**src/rtl/core/assert_macros.svh**
```systemverilog
// ----------------------------------------------------------------------------
// Assertion macros
// Shared concurrent assertion wrappers, compiled out for synthesis.
// ----------------------------------------------------------------------------
`ifndef ASSERT_MACROS_SVH
`define ASSERT_MACROS_SVH

`ifndef SYNTHESIS

// Check a property on every rising clock edge outside reset
`define X86ALU_ASSERT(lbl, clk, rst_n, prop, msg) \
  lbl: assert property (@(posedge clk) disable iff (!rst_n) (prop)) else $error(msg);

// Check an implication whose consequent must hold in the next cycle
`define X86ALU_ASSERT_NEXT(lbl, clk, rst_n, ante, cons, msg) \
  lbl: assert property (@(posedge clk) disable iff (!rst_n) (ante) |=> (cons)) else $error(msg);

`else

`define X86ALU_ASSERT(lbl, clk, rst_n, prop, msg)
`define X86ALU_ASSERT_NEXT(lbl, clk, rst_n, ante, cons, msg)

`endif

`endif

```
**src/rtl/core/x86alu_pkg.sv**
```systemverilog
// ----------------------------------------------------------------------------
// x86alu_pkg
// Operation codes, flag bit positions and payload types of the 8086 ALU.
// ----------------------------------------------------------------------------
package x86alu_pkg;

  // Operation codes; codes 20 to 31 are not handled
  typedef enum logic [4:0] {
    OP_NOP  = 5'd0,
    OP_MOV  = 5'd1,
    OP_ADD  = 5'd2,
    OP_ADC  = 5'd3,
    OP_INC  = 5'd4,
    OP_SUB  = 5'd5,
    OP_SBB  = 5'd6,
    OP_DEC  = 5'd7,
    OP_NEG  = 5'd8,
    OP_CMP  = 5'd9,
    OP_MUL  = 5'd10,
    OP_IMUL = 5'd11,
    OP_NOT  = 5'd12,
    OP_AND  = 5'd13,
    OP_OR   = 5'd14,
    OP_XOR  = 5'd15,
    OP_TEST = 5'd16,
    OP_SHL  = 5'd17,
    OP_SHR  = 5'd18,
    OP_HLT  = 5'd19
  } op_e;

  // Flag bit positions in the flags word
  localparam int unsigned FL_C = 0;
  localparam int unsigned FL_P = 2;
  localparam int unsigned FL_A = 4;
  localparam int unsigned FL_Z = 6;
  localparam int unsigned FL_S = 7;
  localparam int unsigned FL_O = 11;

  localparam int unsigned FLAGS_W = 12;

  // Flags that the ALU ever writes
  localparam logic [FLAGS_W-1:0] FLAGS_USED = 12'h8D5;

  // Operand mask for byte operations
  localparam logic [15:0] BYTE_MASK = 16'h00FF;

  typedef struct packed {
    logic [4:0]  req_type;
    logic        word_size;
    logic [15:0] dest_value;
    logic [15:0] src_value;
  } req_t;

  typedef struct packed {
    logic [15:0]        result_low;
    logic [15:0]        result_high;
    logic               write_low;
    logic               write_high;
    logic [FLAGS_W-1:0] flags_out;
    logic               halt;
    logic               unimplemented;
  } rsp_t;

endpackage

```
**src/rtl/core/x86alu_if.sv**
```systemverilog
// ----------------------------------------------------------------------------
// x86alu_if
// Valid/ready channels for ALU requests and ALU results.
// ----------------------------------------------------------------------------

// Request channel
interface x86alu_req_if;
  logic        valid;
  logic        ready;
  logic [4:0]  req_type;
  logic        word_size;
  logic [15:0] dest_value;
  logic [15:0] src_value;

  modport source (output valid, output req_type, output word_size,
                  output dest_value, output src_value, input ready);
  modport sink   (input valid, input req_type, input word_size,
                  input dest_value, input src_value, output ready);
endinterface

// Result channel
interface x86alu_rsp_if;
  logic        valid;
  logic        ready;
  logic [15:0] result_low;
  logic [15:0] result_high;
  logic        write_low;
  logic        write_high;
  logic [11:0] flags_out;
  logic        halt;
  logic        unimplemented;

  modport source (output valid, output result_low, output result_high,
                  output write_low, output write_high, output flags_out,
                  output halt, output unimplemented, input ready);
  modport sink   (input valid, input result_low, input result_high,
                  input write_low, input write_high, input flags_out,
                  input halt, input unimplemented, output ready);
endinterface

```
**src/rtl/core/x86alu_core.sv**
```systemverilog
// ----------------------------------------------------------------------------
// x86alu_core
// Single-pass datapath: operands and current flags in, result and flags out.
// ----------------------------------------------------------------------------
module x86alu_core import x86alu_pkg::*; (
  input  req_t               req_i,
  input  logic [FLAGS_W-1:0] flags_i,
  output rsp_t               rsp_o
);

  // Update zero, sign and parity from a width-masked result
  function automatic logic [FLAGS_W-1:0] set_szp(input logic [FLAGS_W-1:0] f,
                                                 input logic [15:0] r,
                                                 input logic w);
    logic [FLAGS_W-1:0] fo;
    fo       = f;
    fo[FL_Z] = (r == 16'd0);
    fo[FL_S] = w ? r[15] : r[7];
    fo[FL_P] = ~^r[7:0];
    return fo;
  endfunction

  logic        w;
  logic [15:0] mask;
  logic [15:0] a;
  logic [15:0] b;
  logic        cin;
  op_e         op;

  // Operands masked to the operation width
  assign w    = req_i.word_size;
  assign mask = w ? 16'hFFFF : BYTE_MASK;
  assign a    = req_i.dest_value & mask;
  assign b    = req_i.src_value & mask;
  assign cin  = flags_i[FL_C];
  assign op   = op_e'(req_i.req_type);

  // Adder: add, adc, inc
  logic [15:0] add_b;
  logic        add_c;
  logic [16:0] sum;
  logic [15:0] sum_x;

  assign add_b = (op == OP_INC) ? 16'd1 : b;
  assign add_c = (op == OP_ADC) ? cin : 1'b0;
  assign sum   = {1'b0, a} + {1'b0, add_b} + {16'd0, add_c};
  assign sum_x = a ^ add_b ^ sum[15:0];

  // Subtractor: sub, sbb, dec, neg, cmp; the top bit is the borrow
  logic [15:0] sub_x;
  logic [15:0] sub_y;
  logic        sub_c;
  logic [17:0] diff;
  logic [15:0] diff_x;

  assign sub_x  = (op == OP_NEG) ? 16'd0 : a;
  assign sub_y  = (op == OP_DEC) ? 16'd1 : ((op == OP_NEG) ? a : b);
  assign sub_c  = (op == OP_SBB) ? cin : 1'b0;
  assign diff   = {2'b00, sub_x} - {2'b00, sub_y} - {17'd0, sub_c};
  assign diff_x = sub_x ^ sub_y ^ diff[15:0];

  // Multiplier: sign-extend for imul, zero-extend for mul
  logic               sa;
  logic               sb;
  logic signed [16:0] ma;
  logic signed [16:0] mb;
  logic signed [33:0] prod;
  logic [31:0]        p;
  logic               mul_ov;
  logic               imul_ov;

  assign sa      = (op == OP_IMUL) && (w ? a[15] : a[7]);
  assign sb      = (op == OP_IMUL) && (w ? b[15] : b[7]);
  assign ma      = w ? $signed({sa, a}) : $signed({{9{sa}}, a[7:0]});
  assign mb      = w ? $signed({sb, b}) : $signed({{9{sb}}, b[7:0]});
  assign prod    = ma * mb;
  assign p       = prod[31:0];
  assign mul_ov  = w ? (p[31:16] != 16'd0) : (p[15:8] != 8'd0);
  assign imul_ov = w ? !((&p[31:15]) || (~|p[31:15]))
                     : !((&p[15:7]) || (~|p[15:7]));

  // Shifter: count is the low byte of the source, not masked by width
  logic [7:0]  cnt;
  logic [31:0] shl_wide;
  logic [15:0] shr_prev;

  assign cnt      = req_i.src_value[7:0];
  assign shl_wide = {16'd0, a} << cnt;
  assign shr_prev = a >> (cnt - 8'd1);

  // Select the result and the flags for the operation
  always_comb begin
    logic [FLAGS_W-1:0] f;
    logic [15:0]        r;
    logic [15:0]        hi;
    logic               wl;
    logic               wh;
    logic               hlt;
    logic               unimp;
    logic               cf;

    f     = flags_i;
    r     = 16'd0;
    hi    = 16'd0;
    wl    = 1'b0;
    wh    = 1'b0;
    hlt   = 1'b0;
    unimp = 1'b0;
    cf    = 1'b0;

    case (op)
      OP_NOP: begin
      end
      OP_MOV: begin
        r  = b;
        wl = 1'b1;
      end
      OP_ADD, OP_ADC, OP_INC: begin
        r  = sum[15:0] & mask;
        wl = 1'b1;
        if (op != OP_INC) begin
          f[FL_C] = w ? sum[16] : sum[8];
        end
        f[FL_A] = sum_x[FL_A];
        f[FL_O] = w ? (~(a[15] ^ add_b[15]) & (a[15] ^ sum[15]))
                    : (~(a[7] ^ add_b[7]) & (a[7] ^ sum[7]));
        f = set_szp(f, r, w);
      end
      OP_SUB, OP_SBB, OP_DEC, OP_NEG, OP_CMP: begin
        r  = diff[15:0] & mask;
        wl = (op != OP_CMP);
        if (op != OP_DEC) begin
          f[FL_C] = diff[17];
        end
        f[FL_A] = diff_x[FL_A];
        f[FL_O] = w ? ((sub_x[15] ^ sub_y[15]) & (sub_x[15] ^ diff[15]))
                    : ((sub_x[7] ^ sub_y[7]) & (sub_x[7] ^ diff[7]));
        f = set_szp(f, r, w);
      end
      OP_MUL, OP_IMUL: begin
        r       = p[15:0];
        hi      = p[31:16];
        wl      = 1'b1;
        wh      = w;
        f[FL_C] = (op == OP_MUL) ? mul_ov : imul_ov;
        f[FL_O] = (op == OP_MUL) ? mul_ov : imul_ov;
      end
      OP_NOT: begin
        r  = ~a & mask;
        wl = 1'b1;
      end
      OP_AND, OP_OR, OP_XOR, OP_TEST: begin
        if (op == OP_OR) begin
          r = a | b;
        end else if (op == OP_XOR) begin
          r = a ^ b;
        end else begin
          r = a & b;
        end
        wl      = (op != OP_TEST);
        f[FL_C] = 1'b0;
        f[FL_O] = 1'b0;
        f = set_szp(f, r, w);
      end
      OP_SHL, OP_SHR: begin
        wl = 1'b1;
        if (cnt == 8'd0) begin
          r = a;
        end else if (op == OP_SHL) begin
          r       = shl_wide[15:0] & mask;
          cf      = w ? shl_wide[16] : shl_wide[8];
          f[FL_O] = (w ? r[15] : r[7]) ^ cf;
          f[FL_C] = cf;
          f = set_szp(f, r, w);
        end else begin
          r       = {1'b0, shr_prev[15:1]};
          f[FL_O] = w ? shr_prev[15] : shr_prev[7];
          f[FL_C] = shr_prev[0];
          f = set_szp(f, r, w);
        end
      end
      OP_HLT: begin
        hlt = 1'b1;
      end
      default: begin
        unimp = 1'b1;
      end
    endcase

    rsp_o.result_low    = wl ? r : 16'd0;
    rsp_o.result_high   = wh ? hi : 16'd0;
    rsp_o.write_low     = wl;
    rsp_o.write_high    = wh;
    rsp_o.flags_out     = f;
    rsp_o.halt          = hlt;
    rsp_o.unimplemented = unimp;
  end

endmodule

```
**src/rtl/core/x86_16bit_alu_with_flags_top.sv**
```systemverilog
// ----------------------------------------------------------------------------
// x86_16bit_alu_with_flags_top
// 8086-style ALU with flags register, input register and result register.
// ----------------------------------------------------------------------------
//  Channel  | Dir | Payload                                        | Handshake
//  req_i    | in  | req_type, word_size, dest_value, src_value     | valid/ready
//  rsp_o    | out | result_low/high, write_low/high, flags_out,    | valid/ready
//           |     | halt, unimplemented                            |
//
//  One transaction per cycle sustained while rsp_o is ready. A taken request
//  waits in the input register and moves into the result register once that
//  is empty or its result is accepted; the result is offered from there.
//  Flags update as an item enters the result register; the next item sees them.
//  Reset clears the flags word and both valid bits.
//  A stalled result holds; ready drops only while both registers are full.
// ----------------------------------------------------------------------------
`include "assert_macros.svh"

module x86_16bit_alu_with_flags_top import x86alu_pkg::*; (
  input  logic                clk_i,
  input  logic                rst_ni,
  x86alu_req_if.sink          req_i,
  x86alu_rsp_if.source        rsp_o
);

  logic               s1_valid_q;
  logic               s1_valid_d;
  req_t               s1_req_q;
  logic               rsp_valid_q;
  logic               rsp_valid_d;
  rsp_t               rsp_q;
  rsp_t               core_rsp;
  logic [FLAGS_W-1:0] flags_q;
  logic [FLAGS_W-1:0] flags_d;
  logic               advance;
  logic               take;

  // Move the input register into the result register when it is free
  assign advance     = s1_valid_q && (!rsp_valid_q || rsp_o.ready);
  assign req_i.ready = !s1_valid_q || advance;
  assign take        = req_i.valid && req_i.ready;

  x86alu_core u_core (
    .req_i   (s1_req_q),
    .flags_i (flags_q),
    .rsp_o   (core_rsp)
  );

  // Next-state for valid bits and flags
  always_comb begin
    s1_valid_d  = take ? 1'b1 : (advance ? 1'b0 : s1_valid_q);
    rsp_valid_d = advance ? 1'b1 : (rsp_o.ready ? 1'b0 : rsp_valid_q);
    flags_d     = advance ? core_rsp.flags_out : flags_q;
  end

  // Hold control state
  always_ff @(posedge clk_i or negedge rst_ni) begin
    if (!rst_ni) begin
      s1_valid_q  <= 1'b0;
      rsp_valid_q <= 1'b0;
      flags_q     <= '0;
    end else begin
      s1_valid_q  <= s1_valid_d;
      rsp_valid_q <= rsp_valid_d;
      flags_q     <= flags_d;
    end
  end

  // Capture payloads
  always_ff @(posedge clk_i) begin
    if (take) begin
      s1_req_q.req_type   <= req_i.req_type;
      s1_req_q.word_size  <= req_i.word_size;
      s1_req_q.dest_value <= req_i.dest_value;
      s1_req_q.src_value  <= req_i.src_value;
    end
    if (advance) begin
      rsp_q <= core_rsp;
    end
  end

  // Drive the result channel
  assign rsp_o.valid         = rsp_valid_q;
  assign rsp_o.result_low    = rsp_q.result_low;
  assign rsp_o.result_high   = rsp_q.result_high;
  assign rsp_o.write_low     = rsp_q.write_low;
  assign rsp_o.write_high    = rsp_q.write_high;
  assign rsp_o.flags_out     = rsp_q.flags_out;
  assign rsp_o.halt          = rsp_q.halt;
  assign rsp_o.unimplemented = rsp_q.unimplemented;

  // Assertions
  `X86ALU_ASSERT_NEXT(a_flags_hold, clk_i, rst_ni, !advance, $stable(flags_q), "flags changed without an advancing transaction")
  `X86ALU_ASSERT(a_flags_match, clk_i, rst_ni, !rsp_valid_q || (rsp_q.flags_out == flags_q), "pending result flags differ from flags register")
  `X86ALU_ASSERT(a_flags_used, clk_i, rst_ni, (flags_q & ~FLAGS_USED) == '0, "flag bit outside the ALU set is on")
  `X86ALU_ASSERT(a_high_needs_low, clk_i, rst_ni, !rsp_valid_q || !rsp_q.write_high || rsp_q.write_low, "DX write without AX write")
  `X86ALU_ASSERT_NEXT(a_unimp_flags, clk_i, rst_ni, advance && core_rsp.unimplemented, flags_q == $past(flags_q), "unimplemented code changed flags")

endmodule
```
**src/flat_wrapper.sv**
```systemverilog
// flat-port wrapper written by rule: the top's interface ports become plain ports
module x86_16bit_alu_with_flags_top_flat import x86alu_pkg::*;
  (clk_i, rst_ni, req_i_valid, req_i_req_type, req_i_word_size, req_i_dest_value, req_i_src_value, req_i_ready, rsp_o_valid, rsp_o_result_low, rsp_o_result_high, rsp_o_write_low, rsp_o_write_high, rsp_o_flags_out, rsp_o_halt, rsp_o_unimplemented, rsp_o_ready);
  x86alu_req_if req_i_i ();
  x86alu_rsp_if rsp_o_i ();
  input  logic clk_i;
  input  logic rst_ni;
  input wire logic [$bits(req_i_i.valid)-1:0] req_i_valid;
  input wire logic [$bits(req_i_i.req_type)-1:0] req_i_req_type;
  input wire logic [$bits(req_i_i.word_size)-1:0] req_i_word_size;
  input wire logic [$bits(req_i_i.dest_value)-1:0] req_i_dest_value;
  input wire logic [$bits(req_i_i.src_value)-1:0] req_i_src_value;
  output wire logic [$bits(req_i_i.ready)-1:0] req_i_ready;
  output wire logic [$bits(rsp_o_i.valid)-1:0] rsp_o_valid;
  output wire logic [$bits(rsp_o_i.result_low)-1:0] rsp_o_result_low;
  output wire logic [$bits(rsp_o_i.result_high)-1:0] rsp_o_result_high;
  output wire logic [$bits(rsp_o_i.write_low)-1:0] rsp_o_write_low;
  output wire logic [$bits(rsp_o_i.write_high)-1:0] rsp_o_write_high;
  output wire logic [$bits(rsp_o_i.flags_out)-1:0] rsp_o_flags_out;
  output wire logic [$bits(rsp_o_i.halt)-1:0] rsp_o_halt;
  output wire logic [$bits(rsp_o_i.unimplemented)-1:0] rsp_o_unimplemented;
  input wire logic [$bits(rsp_o_i.ready)-1:0] rsp_o_ready;
  assign req_i_i.valid = req_i_valid;
  assign req_i_i.req_type = req_i_req_type;
  assign req_i_i.word_size = req_i_word_size;
  assign req_i_i.dest_value = req_i_dest_value;
  assign req_i_i.src_value = req_i_src_value;
  assign req_i_ready = req_i_i.ready;
  assign rsp_o_valid = rsp_o_i.valid;
  assign rsp_o_result_low = rsp_o_i.result_low;
  assign rsp_o_result_high = rsp_o_i.result_high;
  assign rsp_o_write_low = rsp_o_i.write_low;
  assign rsp_o_write_high = rsp_o_i.write_high;
  assign rsp_o_flags_out = rsp_o_i.flags_out;
  assign rsp_o_halt = rsp_o_i.halt;
  assign rsp_o_unimplemented = rsp_o_i.unimplemented;
  assign rsp_o_i.ready = rsp_o_ready;
  x86_16bit_alu_with_flags_top u_core (.clk_i(clk_i), .rst_ni(rst_ni), .req_i(req_i_i), .rsp_o(rsp_o_i));
endmodule
```
**config.mk**
```make
export PLATFORM = sky130hd
export DESIGN_NAME = x86_16bit_alu_with_flags_top_flat
export DESIGN_NICKNAME = d
export VERILOG_FILES = /design/src/rtl/core/x86alu_pkg.sv /design/src/rtl/core/x86alu_if.sv /design/src/rtl/core/x86alu_core.sv /design/src/rtl/core/x86_16bit_alu_with_flags_top.sv /design/src/flat_wrapper.sv
export VERILOG_INCLUDE_DIRS = /design/src /design/src/rtl/core
export SDC_FILE = /design/constraint.sdc
export NUM_CORES = 1
export LEC_CHECK = 0
export BUFFER_PORTS_ARGS = -buffer_cell sky130_fd_sc_hd__buf_2
export CORE_UTILIZATION = 30
export CTS_CLUSTER_SIZE = 8
export DETAILED_ROUTE_END_ITERATION = 6
export PLACE_DENSITY = 0.51
export SYNTH_ARGS = -nofsm -noshare
export SYNTH_HDL_FRONTEND = slang
export SYNTH_SLANG_ARGS = --single-unit
```
**constraint.sdc**
```tcl
create_clock -name clk_i -period 22.5 [get_ports clk_i]
set_input_delay 1.125 -clock clk_i [delete_from_list [all_inputs] [get_ports clk_i]]
set_output_delay 1.125 -clock clk_i [all_outputs]
set_load 0.005 [all_outputs]
```
# Yosys cells after proc, flatten, opt, wreduce, memory -nomap -nowiden
# Index checks and enable logic that the tools add are counted.
dict set report op_classes {
  addsub 5
  multipliers 1
  eq_ne 23
  shift 2
  n_mux 45
  bitwise 29
  n_reduce_logical 42
}
# cell n
set op_table {}
lappend op_table {{$mux 16} 12}
lappend op_table {{$and 16x16->16} 7}
lappend op_table {{$pmux 16 s7} 1}
lappend op_table {{$logic_not 16->1} 4}
lappend op_table {{$eq 5x4->1 const B} 8}
lappend op_table {{$pmux 10 s4} 1}
lappend op_table {{$reduce_xnor 8->1} 5}
lappend op_table {{$mul 17x17->32} 1}
lappend op_table {{$mux 1} 26}
lappend op_table {{$mux 12} 2}
lappend op_table {{$eq 5x3->1 const B} 4}
lappend op_table {{$eq 5x5->1 const B} 4}
lappend op_table {{$reduce_or 20->1} 1}
lappend op_table {{$xor 5x5->5} 4}
lappend op_table {{$reduce_or 9->1} 2}
lappend op_table {{$sub 17x2->18} 1}
lappend op_table {{$add 16x16->17} 1}
lappend op_table {{$add 17x1->17} 1}
lappend op_table {{$reduce_and 17->1} 1}
lappend op_table {{$reduce_or 17->1} 1}
lappend op_table {{$shl 16x8->17} 1}
lappend op_table {{$sub 16x16->17} 1}
lappend op_table {{$not 16->16} 1}
lappend op_table {{$or 16x16->16} 1}
lappend op_table {{other kinds (28)} 56}
dict set report totals {
  ff_bits 100
  inputBits 42
  wordCells 161
}

# Depth between registers and ports, before layout
dict set report depth {
  word_depth 13
  depth_mapped 34
  ltp_nobuf 30
}

# By module
# From an unflattened synthesis, not the netlist that was laid out.
dict set report hier_totals {
  hier_cells 2386
  area_unflattened_um2 20658.6
}
# module n_inst cells_per_inst area_per_inst_um2 seq_area_each_um2
set by_module_without_submodules {}
lappend by_module_without_submodules {x86alu_core 1 2266 17480.5 0.0}
lappend by_module_without_submodules {x86_16bit_alu_with_flags_top 1 120 3178.0 2932.8}

# Least setup slack after synthesis
# No wires, ideal clock.
dict set report synth_path {
  path_kind {flip-flop to flip-flop}
  start {reg u_core.s1_req_q[32] in the netlist's numbering}
  end {reg u_core.rsp_q (netlist bit u_core.rsp_o.flags_out[0]), data pin}
  setup_time_ns 0.260
  t_arrival_ns 8.363
  required_time_ns 22.240
  setup_slack_ns 13.878
  path_stages_with_launch 35
  n_path_buf 8
  cell_sequence {edfxtp_1 > buf_2 > clkbuf_1 > clkbuf_1 > clkbuf_1 > clkbuf_1 > buf_1 > nand2_1 > nand2_1 > clkbuf_1 > nand2_1 > fa_1 > inv_1 > fa_1 > inv_1 > fa_1 > inv_1 > fa_1 > fa_1 > inv_1 > fa_1 > inv_1 > ha_1 > buf_2 > o21ai_0 > a211oi_1 > o311ai_1 > a211oi_2 > o21a_1 > o21ai_0 > nor4b_2 > nand4_1 > a31oi_1 > o221ai_1 > mux2_2}
}
# item line
set synth_rtl {}
lappend synth_rtl {{from (decl)} x86_16bit_alu_with_flags_top.sv:28} ;# req_t s1_req_q;
lappend synth_rtl {{to (signal assigned)} x86_16bit_alu_with_flags_top.sv:78} ;# rsp_q <= core_rsp;
lappend synth_rtl {{to (decl)} x86_16bit_alu_with_flags_top.sv:31} ;# rsp_t rsp_q;

==> impl_metrics.json <==
{
  "drt-vias-per-instance": 5.562,
  "rsz0062_at_grt": "no",
  "synth.cells.most_frequent": "inv_1 (353), nand2_1 (310), nor2_1 (310)",
  "final_cell_area_um2": 22370,
  "start_util_pct": 30.57,
  "cts_hold_buf": 0,
  "drc": 0,
  "diodes": 0,
  "cts_setup_buffers": 0,
  "post-place-ws_ns": 12.63,
  "skew_ns": 0.01472,
  "place_hpwl_um": 65660,
  "routed_wl_um": 84270,
  "yosys_warnings": 0,
  "hp-class": "register to register",
  "grt_pass1_wl_um": 126300,
  "layout.nets": 3016,
  "fmax_ghz": 0.09852,
  "first_pass_iters": 6,
  "syn_area_um2": 20670,
  "clk_pin_slew_ns": 0.08,
  "synth-async-reset-ratio_pct": 9.091,
  "cts_tree": "yes",
  "ios": 92,
  "ctsResizeCount": 0,
  "yosysSeqAreaShare_pct": 12.59,
  "vias": 18900,
  "drv_cap": 0,
  "syn_area_per_cell_um2": 8.287,
  "synth-seq-cells": 88,
  "period_minus_slack_ns": 10.15,
  "start_kind": "register",
  "yosysTopAreaCell": "fa_1",
  "globalplace.congestion": 0.9686,
  "fin_crit_sh_pct": 45.11,
  "drive_gt1_share_pct": 8.198,
  "setup_violations": 0,
  "leakage_nw": 10.18,
  "cp_max_fo": 17,
  "antenna_found_initial": 2,
  "numCtsBuffers": 9,
  "relSlewSlack_pct": 12.86,
  "fin_ws_ns": 12.35,
  "end_kind": "register",
  "wl_per_cell_um": 24.80,
  "clk_latency_ns": 0.41,
  "drtAntennaViolNets": 0,
  "max_stage_delay_ns": 0.69,
  "ys_types": 90,
  "die_h_um": 264.5,
  "synth.most_common_cell": "inv_1",
  "synth_edf_count": 80,
  "htree_levels": 3,
  "slowest_stage": "nand2_1",
  "rows": 95,
  "required_ns": 22.65,
  "worst_pin_slew_ns": 1.302,
  "grt_max_degree": 60,
  "synthCells": 2495,
  "fill_cells": 7233,
  "crit_type": "register to register",
  "crit_top_cell": "fa_1",
  "place_area_um2": 22090,
  "slew_violations": 0,
  "die_w_um": 264.5,
  "clkSinkCount": 88,
  "vdd_drop_max_mv": 0.09882,
  "grt_usage_pct": 24.41,
  "ctsRootBufferMaster": "clkbuf_16",
  "portBuffers": 85,
  "powerDensity_nw_per_um2": 89.30,
  "total_power_mw": 1.998,
  "outcome": "completed",
  "dieArea_um2": 69970,
  "core_um2": 67630,
  "hold_violations": 0,
  "dr.first_iter.drc_count": 1916,
  "fin_tns_setup_ns": 0,
  "synthTopCellsByArea": "fa_1 (28%), edfxtp_1 (12%), ha_1 (10%)",
  "clock_path_buffers": 2,
  "grt_pass1_vias": 19390,
  "ys.flop_type": "edfxtp_1",
  "grt-ovfl-total": 0,
  "syn_to_final_growth_pct": 8.219,
  "synth_top_area_share_pct": 27.60,
  "utilization_pct": 33.08,
  "cp_data_arrival_time_ns": 10.30
}
-- path summary, 6_finish.rpt --
kind | start | endpoint | slack (ns) | cells past startpoint
worst max register to register | u_core.s1_req_q[37]$_DFFE_PP_ | u_core.rsp_o.flags_out[0]$_DFFE_PP_ | 12.35 | 28
worst min register to register | u_core.s1_valid_q$_DFFE_PN0P_ | u_core.rsp_o.valid$_DFFE_PN0P_ | 0.51 | 1
min in group asynchronous | rst_ni | u_core.s1_valid_q$_DFFE_PN0P_ | 0.58 | 1
worst min-delay path | u_core.s1_valid_q$_DFFE_PN0P_ | u_core.rsp_o.valid$_DFFE_PN0P_ | 0.51 | 1
worst max-delay path | u_core.s1_req_q[37]$_DFFE_PP_ | u_core.rsp_o.flags_out[0]$_DFFE_PP_ | 12.35 | 28
max in group asynchronous | rst_ni | u_core.flags_q[0]$_DFFE_PN0P_ | 21.70 | 1
-- stage by stage --
| step | cells | hold WS (ns) |
|---|---|---|
| floorplan | 2500 | 0.4572 |
| detailed placement | 3382 | 0.4934 |
| global placement | 3382 | 0.4718 |
| CTS | 3398 | 0.4992 |
| global route | 3398 | 0.5304 |
| finish | 3398 | 0.5104 |
-- flip-flops by register name, summed over array words and instances, names as in the netlist --
name / flops
u_core.s1_req_q: 38
u_core.rsp_o.result_high: 16
u_core.rsp_o.halt: 1
u_core.s1_valid_q: 1
u_core.rsp_o.valid: 1
u_core.flags_q: 6
u_core.rsp_o.flags_out: 6
u_core.rsp_o.result_low: 16
u_core.rsp_o.unimplemented: 1
u_core.rsp_o.write_low: 1
u_core.rsp_o.write_high: 1
-- cell usage in the layout, fill, tap and decap left out, types with 35 or more instances in the layout --
master | synthesis | final
o211ai_1 | 35 | 35
buf_2 | 10 | 85
ha_1 | 169 | 169
buf_4 | 7 | 51
xor2_1 | 39 | 39
o21ai_0 | 76 | 76
fa_1 | 285 | 285
nand2_1 | 310 | 310
nor2_1 | 310 | 308
nand3_1 | 46 | 46
edfxtp_1 | 80 | 80
inv_1 | 353 | 352
xnor2_1 | 69 | 69
a21oi_1 | 113 | 113
nor3_1 | 47 | 45
-- per-layer routing --
| metal | up-vias | routed length (um) | GRT usage (%) |
|---|---|---|---|
| met5 | - | 0 | 0 |
| met2 | 825 | 39830 | 40.83 |
| met1 | 9567 | 35440 | 31.90 |
| li1 | 8348 | - | - |
| met3 | 159 | 5559 | 3.316 |
| met4 | 0 | 3446 | 9.255 |
-- kinds of logic (layout without fill, tap and decap cells) --
family / Yosys count / after routing / synth area share, %
compound gates: 452 / 452 / 14.63
xor+xnor: 110 / 110 / 4.733
fa+ha+maj: 454 / 454 / 37.82
buf+inv: 489 / 514 / 9.138
flops: 88 / 88 / 12.59
mux: 51 / 51 / 3.032
other cells: 1 / 6 / 0.01814
simple gates: 850 / 850 / 18.04
-- critical path: cells and delay by family, from the launching register on --
family          cells  cell delay [ns]
fa+ha+maj           7             3.42
simple gates        7             3.00
compound gates      8             2.27
flops               1             0.61
mux                 1             0.29
buf+inv             5             0.26
-- final cells by class --
type / count / area (um2) / area share, %
Timing Repair Buffer: 136 / 808.3 / 3.613
Tap cell: 873 / 1092 / 4.882
Clock buffer: 9 / 225.2 / 1.007
Sequential cell: 88 / 2603 / 11.63
Clock inverter: 7 / 62.56 / 0.2796
Multi-Input combinational cell: 1923 / 16220 / 72.51
Inverter: 362 / 1359 / 6.073
-- where the power goes --
part | total [mW] | switching, mW | internal (mW)
clock | 0.162 | 0.0848 | 0.0768
combinational | 1.62 | 1.05 | 0.575
sequential | 0.215 | 0.0147 | 0.200
total | 2.00 | 1.15 | 0.852
Note: power is estimated with default switching activity, not from simulation.
